## config.mk

```make
export PLATFORM = sky130hd
export DESIGN_NAME = balanced_grey_level_quantizer
export DESIGN_NICKNAME = d
export VERILOG_FILES = /design/src/hdl/bglq_pkg.sv /design/src/hdl/bglq_divider.sv /design/src/hdl/balanced_grey_level_quantizer.sv
export SDC_FILE = /design/constraint.sdc
export NUM_CORES = 1
export LEC_CHECK = 0
export BUFFER_PORTS_ARGS = -buffer_cell sky130_fd_sc_hd__clkbuf_2
export CORE_MARGIN = 4
export CORE_UTILIZATION = 46
export CTS_BUF_LIST = sky130_fd_sc_hd__clkbuf_4 sky130_fd_sc_hd__clkbuf_8
export CTS_CLUSTER_SIZE = 25
export DETAILED_ROUTE_END_ITERATION = 16
export PLACE_DENSITY_LB_ADDON = 0.1
export SLEW_MARGIN = 15
export SYNTH_ARGS = -nofsm -noshare
export SYNTH_HDL_FRONTEND = slang
export SYNTH_SLANG_ARGS = --single-unit
export TNS_END_PERCENT = 1
```

## constraint.sdc

```tcl
create_clock -name clock -period 6.9 [get_ports clock]
set_input_delay 1.035 -clock clock [delete_from_list [all_inputs] [get_ports clock]]
set_output_delay 1.035 -clock clock [all_outputs]
set_load 0.005 [all_outputs]
```

## src/hdl/bglq_pkg.sv

```systemverilog
// ----------------------------------------------------------------------------
// Balanced grey-level quantizer package
// Payload types, divider command types, state encoding and fixed widths
// shared by the quantizer and its divider.
// ----------------------------------------------------------------------------
package bglq_pkg;

   localparam int MAX_LEVELS     = 64;
   localparam int INDEX_BITS     = 24;
   localparam int GREY_BITS      = 16;
   localparam int LEVEL_BITS     = 6;
   localparam int LCOUNT_BITS    = 7;
   localparam int PIXEL_BITS     = 25;
   localparam int CSR_INDEX_BITS = 4;
   localparam int DIV_STEPS      = PIXEL_BITS;
   localparam int DIV_CNT_BITS   = $clog2(DIV_STEPS + 1);

   localparam logic [CSR_INDEX_BITS-1:0] CSR_LEVEL_COUNT  = CSR_INDEX_BITS'(0);
   localparam logic [CSR_INDEX_BITS-1:0] CSR_FRAME_PIXELS = CSR_INDEX_BITS'(1);

   typedef struct packed {
      logic [INDEX_BITS-1:0] pixel_index;
      logic [GREY_BITS-1:0]  grey_value;
   } req_type;

   typedef struct packed {
      logic [INDEX_BITS-1:0]  out_index;
      logic [LEVEL_BITS-1:0]  level;
      logic                   frame_done;
      logic [LCOUNT_BITS-1:0] levels_used;
   } rsp_type;

   typedef struct packed {
      logic                   start;
      logic [PIXEL_BITS-1:0]  dividend;
      logic [LCOUNT_BITS-1:0] divisor;
   } div_cmd_type;

   typedef struct packed {
      logic                  done;
      logic [PIXEL_BITS-1:0] quotient;
   } div_rsp_type;

   typedef enum logic [2:0] {
      ST_IDLE,
      ST_EVAL,
      ST_CLOSE_WAIT,
      ST_CFG_START,
      ST_CFG_WAIT
   } state_type;

endpackage

```

## src/hdl/bglq_divider.sv

```systemverilog
// ----------------------------------------------------------------------------
// Quota divider
// Restoring divider that produces one quotient bit per cycle. A start
// command loads new operands at any time and abandons a division in flight.
// ----------------------------------------------------------------------------
module bglq_divider
   import bglq_pkg::*;
(
   input  logic        clock,
   input  logic        reset,
   input  div_cmd_type div_cmd,
   output div_rsp_type div_rsp
);

   logic [PIXEL_BITS-1:0]   work_ff, work_in;
   logic [LCOUNT_BITS-1:0]  rem_ff, rem_in;
   logic [LCOUNT_BITS-1:0]  divisor_ff, divisor_in;
   logic [DIV_CNT_BITS-1:0] count_ff, count_in;
   logic                    busy_ff, busy_in;
   logic                    done_ff, done_in;
   logic [LCOUNT_BITS:0]    trial;
   logic                    fits;

   always_comb begin
      trial = {rem_ff, work_ff[PIXEL_BITS-1]};
      fits  = trial >= {1'b0, divisor_ff};
   end

   always_comb begin
      work_in    = work_ff;
      rem_in     = rem_ff;
      divisor_in = divisor_ff;
      count_in   = count_ff;
      busy_in    = busy_ff;
      done_in    = 1'b0;
      if (div_cmd.start) begin
         work_in    = div_cmd.dividend;
         rem_in     = '0;
         divisor_in = div_cmd.divisor;
         count_in   = '0;
         busy_in    = 1'b1;
      end else if (busy_ff) begin
         work_in  = {work_ff[PIXEL_BITS-2:0], fits};
         rem_in   = fits ? LCOUNT_BITS'(trial - {1'b0, divisor_ff})
                         : LCOUNT_BITS'(trial);
         count_in = count_ff + DIV_CNT_BITS'(1);
         if (count_ff == DIV_CNT_BITS'(DIV_STEPS - 1)) begin
            busy_in = 1'b0;
            done_in = 1'b1;
         end
      end
   end

   always_ff @(posedge clock) begin
      if (reset) begin
         busy_ff  <= 1'b0;
         done_ff  <= 1'b0;
         count_ff <= '0;
      end else begin
         busy_ff  <= busy_in;
         done_ff  <= done_in;
         count_ff <= count_in;
      end
      work_ff    <= work_in;
      rem_ff     <= rem_in;
      divisor_ff <= divisor_in;
   end

   assign div_rsp.done     = done_ff;
   assign div_rsp.quotient = work_ff;

`ifndef SYNTH
   a_start_busy: assert property (@(posedge clock) disable iff (reset)
      div_cmd.start |=> busy_ff)
      else $error("divider not busy after start");
   a_done_not_busy: assert property (@(posedge clock) disable iff (reset)
      done_ff |-> !busy_ff)
      else $error("divider done while still busy");
   a_count_bound: assert property (@(posedge clock) disable iff (reset)
      busy_ff |-> count_ff < DIV_CNT_BITS'(DIV_STEPS))
      else $error("divider step count out of range");
`endif

endmodule

```

## src/hdl/balanced_grey_level_quantizer.sv

```systemverilog
// ----------------------------------------------------------------------------
// Balanced grey-level quantizer
// Labels grey-sorted pixels with levels of near equal pixel count, never
// splitting one grey value across two levels. Level quotas come from a
// shared bit-serial divider run by a small sequencer.
//
//   channel  direction  handshake            payload
//   req      in         req_valid/req_stall  req_data  (pixel_index, grey_value)
//   rsp      out        rsp_valid/rsp_stall  rsp_data  (out_index, level, ...)
//   csr      in         csr_valid/csr_ready  csr_index, csr_data
//
// A pixel that stays in its level passes from the item registers through
// ST_EVAL to the result register. Each level closed on a pixel runs the
// divider for its 25 steps in ST_CLOSE_WAIT to get the new quota. A register
// write restarts the frame and computes the first quota in ST_CFG_START and
// ST_CFG_WAIT, with req_stall high meanwhile. Reset gives one level over a
// one-pixel frame. The result register frees the input side while a result
// waits; rsp_stall holds the sequencer only when a second result is ready.
// ----------------------------------------------------------------------------
module balanced_grey_level_quantizer
   import bglq_pkg::*;
(
   input  logic                      clock,
   input  logic                      reset,
   input  logic                      req_valid,
   output logic                      req_stall,
   input  req_type                   req_data,
   output logic                      rsp_valid,
   input  logic                      rsp_stall,
   output rsp_type                   rsp_data,
   input  logic                      csr_valid,
   output logic                      csr_ready,
   input  logic [CSR_INDEX_BITS-1:0] csr_index,
   input  logic [PIXEL_BITS-1:0]     csr_data
);

   state_type state_ff, state_in;

   logic [LCOUNT_BITS-1:0] level_count_ff, level_count_in;
   logic [PIXEL_BITS-1:0]  frame_pixels_ff, frame_pixels_in;
   logic [INDEX_BITS-1:0]  item_index_ff;
   logic [GREY_BITS-1:0]   item_grey_ff;
   logic [LEVEL_BITS-1:0]  cur_level_ff, cur_level_in;
   logic [PIXEL_BITS-1:0]  count_ff, count_in;
   logic [PIXEL_BITS-1:0]  remain_ff, remain_in;
   logic [PIXEL_BITS-1:0]  quota_ff, quota_in;
   logic [PIXEL_BITS-1:0]  init_quota_ff, init_quota_in;
   logic [GREY_BITS-1:0]   boundary_ff, boundary_in;
   logic [PIXEL_BITS-1:0]  seen_ff, seen_in;
   logic                   rsp_valid_ff, rsp_valid_in;
   rsp_type                rsp_data_ff, rsp_data_in;

   logic [LCOUNT_BITS-1:0] levels_eff;
   logic [PIXEL_BITS-1:0]  pixels_eff;
   logic [PIXEL_BITS-1:0]  remain_sub;
   logic [PIXEL_BITS-1:0]  seen_next;
   logic [LCOUNT_BITS-1:0] levels_next;
   logic                   is_last;
   logic                   take;
   logic                   out_free;
   logic                   frame_end;
   logic                   req_take;
   logic                   csr_take;
   logic                   finish;
   logic                   close;
   div_cmd_type            div_cmd;
   div_rsp_type            div_rsp;

   bglq_divider u_divider (
      .clock   (clock),
      .reset   (reset),
      .div_cmd (div_cmd),
      .div_rsp (div_rsp)
   );

   always_comb begin
      priority if (level_count_ff == '0) begin
         levels_eff = LCOUNT_BITS'(1);
      end else if (level_count_ff > LCOUNT_BITS'(MAX_LEVELS)) begin
         levels_eff = LCOUNT_BITS'(MAX_LEVELS);
      end else begin
         levels_eff = level_count_ff;
      end
      pixels_eff  = (frame_pixels_ff == '0) ? PIXEL_BITS'(1) : frame_pixels_ff;
      levels_next = {1'b0, cur_level_ff} + LCOUNT_BITS'(1);
      is_last     = levels_next >= levels_eff;
      take        = (count_ff < quota_ff) || is_last || (item_grey_ff == boundary_ff);
      remain_sub  = (remain_ff >= count_ff) ? remain_ff - count_ff : '0;
      seen_next   = seen_ff + PIXEL_BITS'(1);
      frame_end   = seen_next >= pixels_eff;
      out_free    = !rsp_valid_ff || !rsp_stall;
      csr_take    = csr_valid && csr_ready;
      req_take    = req_valid && !req_stall;
   end

   // Next state.
   always_comb begin
      state_in = state_ff;
      if (csr_take) begin
         state_in = ST_CFG_START;
      end else begin
         unique case (state_ff)
            ST_IDLE: begin
               if (req_take) state_in = ST_EVAL;
            end
            ST_EVAL: begin
               if (!take) state_in = ST_CLOSE_WAIT;
               else if (out_free) state_in = ST_IDLE;
            end
            ST_CLOSE_WAIT: begin
               if (div_rsp.done) state_in = ST_EVAL;
            end
            ST_CFG_START: begin
               state_in = ST_CFG_WAIT;
            end
            ST_CFG_WAIT: begin
               if (div_rsp.done) state_in = ST_IDLE;
            end
            default: begin
               state_in = ST_IDLE;
            end
         endcase
      end
   end

   // Sequencer outputs.
   always_comb begin
      req_stall        = 1'b1;
      finish           = 1'b0;
      close            = 1'b0;
      div_cmd.start    = 1'b0;
      div_cmd.dividend = remain_sub;
      div_cmd.divisor  = levels_eff - {1'b0, cur_level_ff};
      unique case (state_ff)
         ST_IDLE: begin
            req_stall = 1'b0;
         end
         ST_EVAL: begin
            finish        = take && out_free;
            close         = !take;
            div_cmd.start = !take;
         end
         ST_CFG_START: begin
            div_cmd.start    = 1'b1;
            div_cmd.dividend = pixels_eff;
            div_cmd.divisor  = levels_eff;
         end
         ST_CLOSE_WAIT, ST_CFG_WAIT: begin
            req_stall = 1'b1;
         end
         default: begin
            req_stall = 1'b1;
         end
      endcase
   end

   assign csr_ready = 1'b1;

   // Frame state.
   always_comb begin
      level_count_in  = level_count_ff;
      frame_pixels_in = frame_pixels_ff;
      cur_level_in    = cur_level_ff;
      count_in        = count_ff;
      remain_in       = remain_ff;
      quota_in        = quota_ff;
      init_quota_in   = init_quota_ff;
      boundary_in     = boundary_ff;
      seen_in         = seen_ff;
      rsp_valid_in    = rsp_valid_ff && rsp_stall;
      rsp_data_in     = rsp_data_ff;
      if (csr_take) begin
         if (csr_index == CSR_LEVEL_COUNT) level_count_in = csr_data[LCOUNT_BITS-1:0];
         if (csr_index == CSR_FRAME_PIXELS) frame_pixels_in = csr_data;
         cur_level_in = '0;
         count_in     = '0;
         boundary_in  = '0;
         seen_in      = '0;
      end else if (state_ff == ST_CFG_WAIT && div_rsp.done) begin
         init_quota_in = div_rsp.quotient;
         quota_in      = div_rsp.quotient;
         remain_in     = pixels_eff;
      end else if (state_ff == ST_CLOSE_WAIT && div_rsp.done) begin
         quota_in     = div_rsp.quotient;
         cur_level_in = cur_level_ff + LEVEL_BITS'(1);
         count_in     = '0;
      end else if (close) begin
         remain_in = remain_sub;
      end else if (finish) begin
         rsp_valid_in            = 1'b1;
         rsp_data_in.out_index   = item_index_ff;
         rsp_data_in.level       = cur_level_ff;
         rsp_data_in.frame_done  = frame_end;
         rsp_data_in.levels_used = levels_next;
         if (frame_end) begin
            cur_level_in = '0;
            count_in     = '0;
            remain_in    = pixels_eff;
            quota_in     = init_quota_ff;
            boundary_in  = '0;
            seen_in      = '0;
         end else begin
            count_in = count_ff + PIXEL_BITS'(1);
            seen_in  = seen_next;
            if ((count_ff < quota_ff) || is_last) boundary_in = item_grey_ff;
         end
      end
   end

   always_ff @(posedge clock) begin
      if (reset) begin
         state_ff        <= ST_IDLE;
         level_count_ff  <= LCOUNT_BITS'(1);
         frame_pixels_ff <= PIXEL_BITS'(1);
         cur_level_ff    <= '0;
         count_ff        <= '0;
         remain_ff       <= PIXEL_BITS'(1);
         quota_ff        <= PIXEL_BITS'(1);
         init_quota_ff   <= PIXEL_BITS'(1);
         boundary_ff     <= '0;
         seen_ff         <= '0;
         rsp_valid_ff    <= 1'b0;
      end else begin
         state_ff        <= state_in;
         level_count_ff  <= level_count_in;
         frame_pixels_ff <= frame_pixels_in;
         cur_level_ff    <= cur_level_in;
         count_ff        <= count_in;
         remain_ff       <= remain_in;
         quota_ff        <= quota_in;
         init_quota_ff   <= init_quota_in;
         boundary_ff     <= boundary_in;
         seen_ff         <= seen_in;
         rsp_valid_ff    <= rsp_valid_in;
      end
      rsp_data_ff <= rsp_data_in;
      if (req_take) begin
         item_index_ff <= req_data.pixel_index;
         item_grey_ff  <= req_data.grey_value;
      end
   end

   assign rsp_valid = rsp_valid_ff;
   assign rsp_data  = rsp_data_ff;

`ifndef SYNTH
   a_req_to_eval: assert property (@(posedge clock) disable iff (reset)
      (req_take && !csr_take) |=> state_ff == ST_EVAL)
      else $error("accepted pixel did not start evaluation");
   a_busy_stall: assert property (@(posedge clock) disable iff (reset)
      state_ff != ST_IDLE |-> req_stall)
      else $error("input open while sequencer busy");
   a_level_range: assert property (@(posedge clock) disable iff (reset)
      finish |-> {1'b0, cur_level_ff} < levels_eff)
      else $error("level beyond requested level count");
   a_close_not_last: assert property (@(posedge clock) disable iff (reset)
      close |-> !is_last)
      else $error("final level closed");
   a_div_done_wait: assert property (@(posedge clock) disable iff (reset)
      (div_rsp.done && !$past(csr_take)) |->
         (state_ff == ST_CLOSE_WAIT || state_ff == ST_CFG_WAIT))
      else $error("quotient arrived outside a wait state");
`endif

endmodule
```

==> flow_metrics.py, run 1 <==
metrics = {
    "sta": {
        "relSlewSlack_pct": 25.01,
        "finClkSkew_ns": 0.03920,
        "worst_slew_pin_slew_ns": 1.122,
        "slew_viol_final": 0,
        "tns_ns": 0,
        "finalCriticalPeriod_ns": 5.435,
        "hold_viol": 0,
        "min_period_over_period_pct": 78.77,
        "setup_viol": 0,
        "timing.fmax_ghz": 0.1840,
        "fin_hold_ws_ns": 0.4135,
        "rsz0062_at_grt": "false",
        "fin_ws_ns": 1.465,
    },
    "final_layout": {
        "syn2layout_area_growth_pct": 13.57,
        "stdcell_area_um2": 18300,
        "final_cell_mix": "197 x dfxtp_1, 191 x nand2_1, 138 x a21oi_1",
        "multi_input_area_um2": 8025,
        "mostFrequentLayoutCell": "dfxtp_1",
        "nets": 1989,
        "drive_above_1_share_pct": 15.08,
        "regArea_um2": 7247,
        "n_fill_cell": 3207,
        "antenna_cells": 0,
    },
    "floorplanning": {
        "fp-row-count": 68,
        "chipWidth_um": 195.1,
        "pin_count": 115,
        "core_um2": 34540,
        "die_height_um": 195.1,
        "die-area_um2": 38080,
        "initial_utilization_pct": 46.64,
    },
    "synthesis": {
        "yosysTopAreaCell": "dfxtp_1",
        "ys_top_cells_by_area": "dfxtp_1 24%, edfxtp_1 21%, ha_1 7.7%, nand2_1 4.5%, a21oi_1 4.3%",
        "netlist_area_um2": 16110,
        "yosys_warnings": 0,
        "synth_fp_nets": 1891,
        "synth-main-ff-cell": "dfxtp_1",
        "synth_top_cell_area_share_pct": 24.48,
        "synth-edff-count": 110,
        "synth.avg_cell_area_um2": 9.393,
        "ys_async_sr_fraction_pct": 0,
        "synthCells": 1715,
        "synth-seq-area-share_pct": 44.99,
        "synth_seq_cells": 307,
        "yosysUniqueCellTypes": 79,
    },
    "critical_path": {
        "cpPeakStageDelay_ns": 0.93,
        "r2r_end": "remain_ff[24]",
        "cp-start-kind": "flip-flop",
        "path_max_fanout": 13,
        "crit_path_top_delay_cell": "nor2b_1",
        "r2r-start": "seen_ff[0]",
        "crit_chain": "ha_1 > nand4_1 > nor4_1 > and3_1 > and2_1 > nand4_1 > xnor2_1 > ha_1 > nand2_1 > o21ai_0 > o211ai_1 > a21oi_1 > a211o_1 > nor2b_1 > buf_4 > a211oi_1 > a311oi_1",
        "critPathRequiredTime_ns": 7.41,
        "critPathTopFamily": "simple AND/OR/NAND/NOR gates",
        "regToRegSetupSlack_ns": 1.46,
        "end_kind": "flip-flop",
        "crit_buf_inv": 1,
        "ff2ff_path_depth": 17,
        "crit_arrival_ns": 5.95,
        "worstSetupPathType": "reg -> reg",
    },
    "worst_hold_path": {
        "whs_endpoint": "rsp_data[20]",
        "hp-class": "reg -> reg",
        "hp-start": "item_index_ff[6]",
        "hold_path_depth": 0,
    },
    "global_route": {
        "grt_usage_pct": 22.83,
        "grt_max_degree": 73,
        "antenna_found_initial": 0,
        "grt-ovfl-total": 0,
        "grt_pass1_vias": 12540,
        "grt_pass1_wl_um": 70150,
    },
    "place": {
        "place_area_um2": 17050,
        "dp_hpwl_um": 31320,
        "pre_cts_slack_ns": 1.527,
        "portBuffers": 113,
        "gp_congestion": 0.8785,
    },
    "power": {
        "total_power_mw": 4.631,
        "max-vdd-ir-drop_uv": 216.2,
        "p_per_area_nw_per_um2": 253.2,
        "p_leak_nw": 6.939,
    },
    "clock_tree": {
        "numClockSinks": 307,
        "post_cts_resized": 0,
        "clock_path_buffers": 3,
        "cts_made_buffers": 53,
        "postCtsSetupRepairBufs": 0,
        "cts.htree.levels": 2,
        "insertion_delay_ns": 0.64,
        "cts_tree": "yes",
        "clkSlewWorstSetupHoldPaths_ns": 0.07,
        "cts_hold_buf": 0,
        "clockRootBuffer": "clkbuf_8",
    },
    "run_status": {
        "status": "finished, final reports clean",
    },
    "drt": {
        "wire_per_inst_um": 19.00,
        "drt_first_iter_violations": 1013,
        "antenna_left": 0,
        "post_drt_via_cell_ratio": 5.694,
        "dr.pass1.iters": 5,
        "drc": 0,
        "routed_wl_um": 43920,
        "num_vias": 13170,
    },
    "flow_run": {
        "cap_violations": 0,
    },
}
## Yosys cell counts, drive strengths merged (24+ instances only)
cell type	instances
a22oi	37
nor3	35
dfxtp	197
nor2	105
xnor2	50
edfxtp	110
a21oi	139
ha	99
a211oi	87
nand2	191
o21ai	64
nand3	39
clkbuf	69
xor2	25
inv	128
mux2	24
a311oi	26
## power by group
part / internal [mW] / switching (mW) / leakage (nW) / total (mW)
registers: 1.96 / 0.0553 / 2.60 / 2.02
logic: 0.274 / 0.422 / 3.68 / 0.696
clock network: 1.14 / 0.782 / 0.652 / 1.92
## worst max path at each step
stage                       from             to  depth (start not counted)
floorplan           count_ff[15]    rsp_data[0]                         10
global placement      seen_ff[0]  remain_ff[13]                         16
detailed placement    seen_ff[0]  remain_ff[24]                         17
CTS                   seen_ff[0]  remain_ff[24]                         17
global route          seen_ff[0]  remain_ff[23]                         17
finish                seen_ff[0]  remain_ff[24]                         17
## layout make-up
cell class                 count  share of cell area (%)
clock buffer                  80                   5.334
clock inverter                19                   1.464
sequential                   307                   39.61
inverter                     129                   2.647
timing repair buffer         134                   3.967
tap                          455                   3.112
multi-input combinational   1188                   43.87
## per-stage QoR
| step | utilization (%) | instances |
|---|---|---|
| after detailed placement | 49.36 | 2213 |
| after CTS | 52.96 | 2312 |
| final | 52.96 | 2312 |
| after floorplan | - | 1715 |
| after global placement | 49.36 | 2213 |
| after global routing | 52.96 | 2312 |
## kinds of logic (layout without fill, tap and decap cells)
family / after synthesis / in the layout / share of synthesized area (%)
multiplexers: 42 / 42 / 2.796
buffers and inverters: 220 / 362 / 5.437
other: 1 / 1 / 0.02328
AND/OR/NAND/NOR: 503 / 503 / 14.87
adder cells (fa/ha/maj): 102 / 102 / 8.062
AO/OA/AOI/OAI: 465 / 465 / 19.74
flip-flops: 307 / 307 / 44.99
XOR/XNOR: 75 / 75 / 4.078
## registers in the layout (all words and copies together), names as in the netlist, 16 cells and up
| name | count |
|---|---|
| rsp_data | 38 |
| item_index_ff | 24 |
| remain_ff | 25 |
| frame_pixels_ff | 25 |
| u_divider.work_ff | 25 |
| init_quota_ff | 25 |
| count_ff | 25 |
| item_grey_ff | 16 |
| boundary_ff | 16 |
| quota_ff | 25 |
| seen_ff | 25 |
## per-layer routing
layer  share of wire, %  GRT usage (%)  vias up
li1                   -              -     6470
met3                6.4          3.744       92
met2                 44          34.43      416
met1                 47          33.10     6187
met4                3.4          8.611        0
met5                  0              0        -
(Power assumes the default switching activity.)
==> run 2, diff against run 1 <==
==> constraint.sdc (replaced) <==
create_clock -name clock -period 4.7 [get_ports clock]
set_input_delay 0.705 -clock clock [delete_from_list [all_inputs] [get_ports clock]]
set_output_delay 0.705 -clock clock [all_outputs]
set_load 0.005 [all_outputs]
==> run 2 against run 1 <==
Critical endpoint is now count_ff[17]. Power grew 41%. Combinational power grew 48%. First-iteration DRC count shrank 10%. Clock power grew 32%. Flip-flop and latch count is the same. Register-to-register slack lost 1.1 ns. Hold slack lost 0.18 ns. Critical path depth is the same. Die area is the same. Sequential share of layout area grew 0.057 points.
==> flow_metrics.py, run 2 (same netlist as run 1, synthesis figures left out) <==
metrics = {
    "clock_tree": {
        "post_cts_resized": 0,
        "insertion_delay_ns": 0.65,
        "clock_path_buffers": 3,
        "cts_hold_buf": 0,
        "cts_made_buffers": 52,
        "postCtsSetupRepairBufs": 0,
        "numClockSinks": 307,
        "cts_tree": "yes",
        "clkSlewWorstSetupHoldPaths_ns": 0.06,
        "clockRootBuffer": "clkbuf_8",
        "cts.htree.levels": 2,
    },
    "final_layout": {
        "syn2layout_area_growth_pct": 13.41,
        "drive_above_1_share_pct": 15.36,
        "final_util_pct": 52.89,
        "stdcell_area_um2": 18270,
        "nets": 2001,
        "antenna_cells": 0,
        "largest_reg_flops": 38,
        "n_fill_cell": 3290,
        "final_cell_mix": "197 x dfxtp_1, 191 x nand2_1, 138 x a21oi_1",
        "mostFrequentLayoutCell": "dfxtp_1",
    },
    "power": {
        "p_leak_nw": 6.948,
        "p_per_area_nw_per_um2": 357.4,
        "max-vdd-ir-drop_uv": 372.2,
    },
    "drt": {
        "drt_first_iter_violations": 908,
        "dr.pass1.iters": 6,
        "post_drt_via_cell_ratio": 5.702,
        "antenna_left": 0,
        "routed_wl_um": 43850,
        "num_vias": 13250,
        "wire_per_inst_um": 18.88,
        "drc": 0,
    },
    "floorplanning": {
        "chipWidth_um": 195.1,
        "die_height_um": 195.1,
        "core_um2": 34540,
        "pin_count": 115,
        "die-area_um2": 38080,
        "initial_utilization_pct": 46.64,
        "fp-row-count": 68,
    },
    "place": {
        "place_area_um2": 17170,
        "pre_cts_slack_ns": 0.3662,
        "portBuffers": 113,
        "dp_hpwl_um": 31510,
        "gp_congestion": 0.9186,
    },
    "worst_hold_path": {
        "hold_path_depth": 1,
        "hp-start": "req_data[36]",
        "hp-class": "in -> reg",
        "whs_endpoint": "item_index_ff[20]",
    },
    "critical_path": {
        "path_max_fanout": 50,
        "end_kind": "flip-flop",
        "r2r_end": "count_ff[17]",
        "regToRegSetupSlack_ns": 0.37,
        "cp-start-kind": "flip-flop",
        "critPathRequiredTime_ns": 5.26,
        "ff2ff_path_depth": 17,
        "r2r-start": "seen_ff[0]",
        "crit_path_top_delay_cell": "nor4_1",
        "worstSetupPathType": "reg -> reg",
        "crit_chain": "ha_1 > nand4_1 > nor4_1 > and3_1 > and2_1 > nand4_1 > xnor2_1 > ha_1 > a211oi_1 > o21ai_0 > o211ai_1 > a21oi_1 > a211o_1 > nor4_4 > buf_12 > or2b_1 > a311oi_1",
        "cpPeakStageDelay_ns": 0.40,
        "crit_arrival_ns": 4.88,
    },
    "sta": {
        "slew_viol_final": 0,
        "rsz0062_at_grt": "false",
        "finalCriticalPeriod_ns": 4.327,
        "worst_slew_pin_slew_ns": 1.135,
        "finClkSkew_ns": 0.02714,
        "setup_viol": 0,
        "min_period_over_period_pct": 92.05,
        "fin_ws_ns": 0.3735,
        "hold_viol": 0,
        "timing.fmax_ghz": 0.2311,
        "relSlewSlack_pct": 24.18,
        "tns_ns": 0,
    },
    "global_route": {
        "grt-ovfl-total": 0,
        "antenna_found_initial": 0,
        "grt_pass1_vias": 12570,
        "grt_pass1_wl_um": 69170,
        "grt_usage_pct": 22.51,
        "grt_max_degree": 63,
    },
    "run_status": {
        "status": "finished, final reports clean",
    },
    "flow_run": {
        "cap_violations": 0,
    },
}
## run 2: cell types whose count changed in the layout (fill, tap and decap cells not counted), moves of 2 or more
cell       previous run  this run
bufinv_16             6         2
clkbuf_8             60        58
clkinv_1              5         9
buf_4                22        34
clkinv_2              4        12
clkbuf_4             20        14
## run 2: how the worst max path moves through the flow
stage / startpoint / end / cells past startpoint
after floorplan: count_ff[15] / rsp_data[0] / 10
after global placement: seen_ff[0] / count_ff[17] / 17
after detailed placement: seen_ff[0] / count_ff[17] / 17
after CTS: seen_ff[0] / count_ff[17] / 17
after global routing: seen_ff[0] / count_ff[10] / 17
final: seen_ff[0] / count_ff[17] / 17
## run 2: metal layers
layer	part of all wire [%]	global-route usage, %	vias up
met5	0	0	-
met4	2.5	6.646	0
met3	6.0	4.072	69
met2	45	34.72	340
met1	47	32.51	6347
li1	-	-	6489
## run 2: report_power, final
group / internal, mW / switching (mW)
clock network: 1.37 / 1.16
registers: 2.88 / 0.0863
logic: 0.411 / 0.616
total: 4.66 / 1.86
## run 2: critical path: cells and delay by family (launching register included)
kind                     cells  cell delay [ns]
AO/OA/AOI/OAI                6             1.12
XOR/XNOR                     1             0.22
adder cells (fa/ha/maj)      2             0.45
flip-flops                   1             0.38
AND/OR/NAND/NOR              7             1.76
buffers and inverters        1             0.27
## run 2: final cells by class
type	count	area, um^2	area share, %
inverters	129	484.2	2.650
multi-input cells	1188	8031	43.96
repair buffers	147	835.8	4.575
clock buffers	72	903.4	4.945
well taps	455	569.3	3.116
flip-flops and latches	307	7247	39.67
clock inverters	25	197.7	1.082
## run 2: per-stage QoR
step	total power, mW	hold WS (ns)	cells
6_report	6.529	0.2358	2323
5_1_grt	6.846	0.1866	2323
4_1_cts	6.593	0.1760	2323
3_5_place_dp	4.033	0.4045	2226
3_3_place_gp	4.022	0.4003	2226
2_1_floorplan	3.733	0.4003	1715
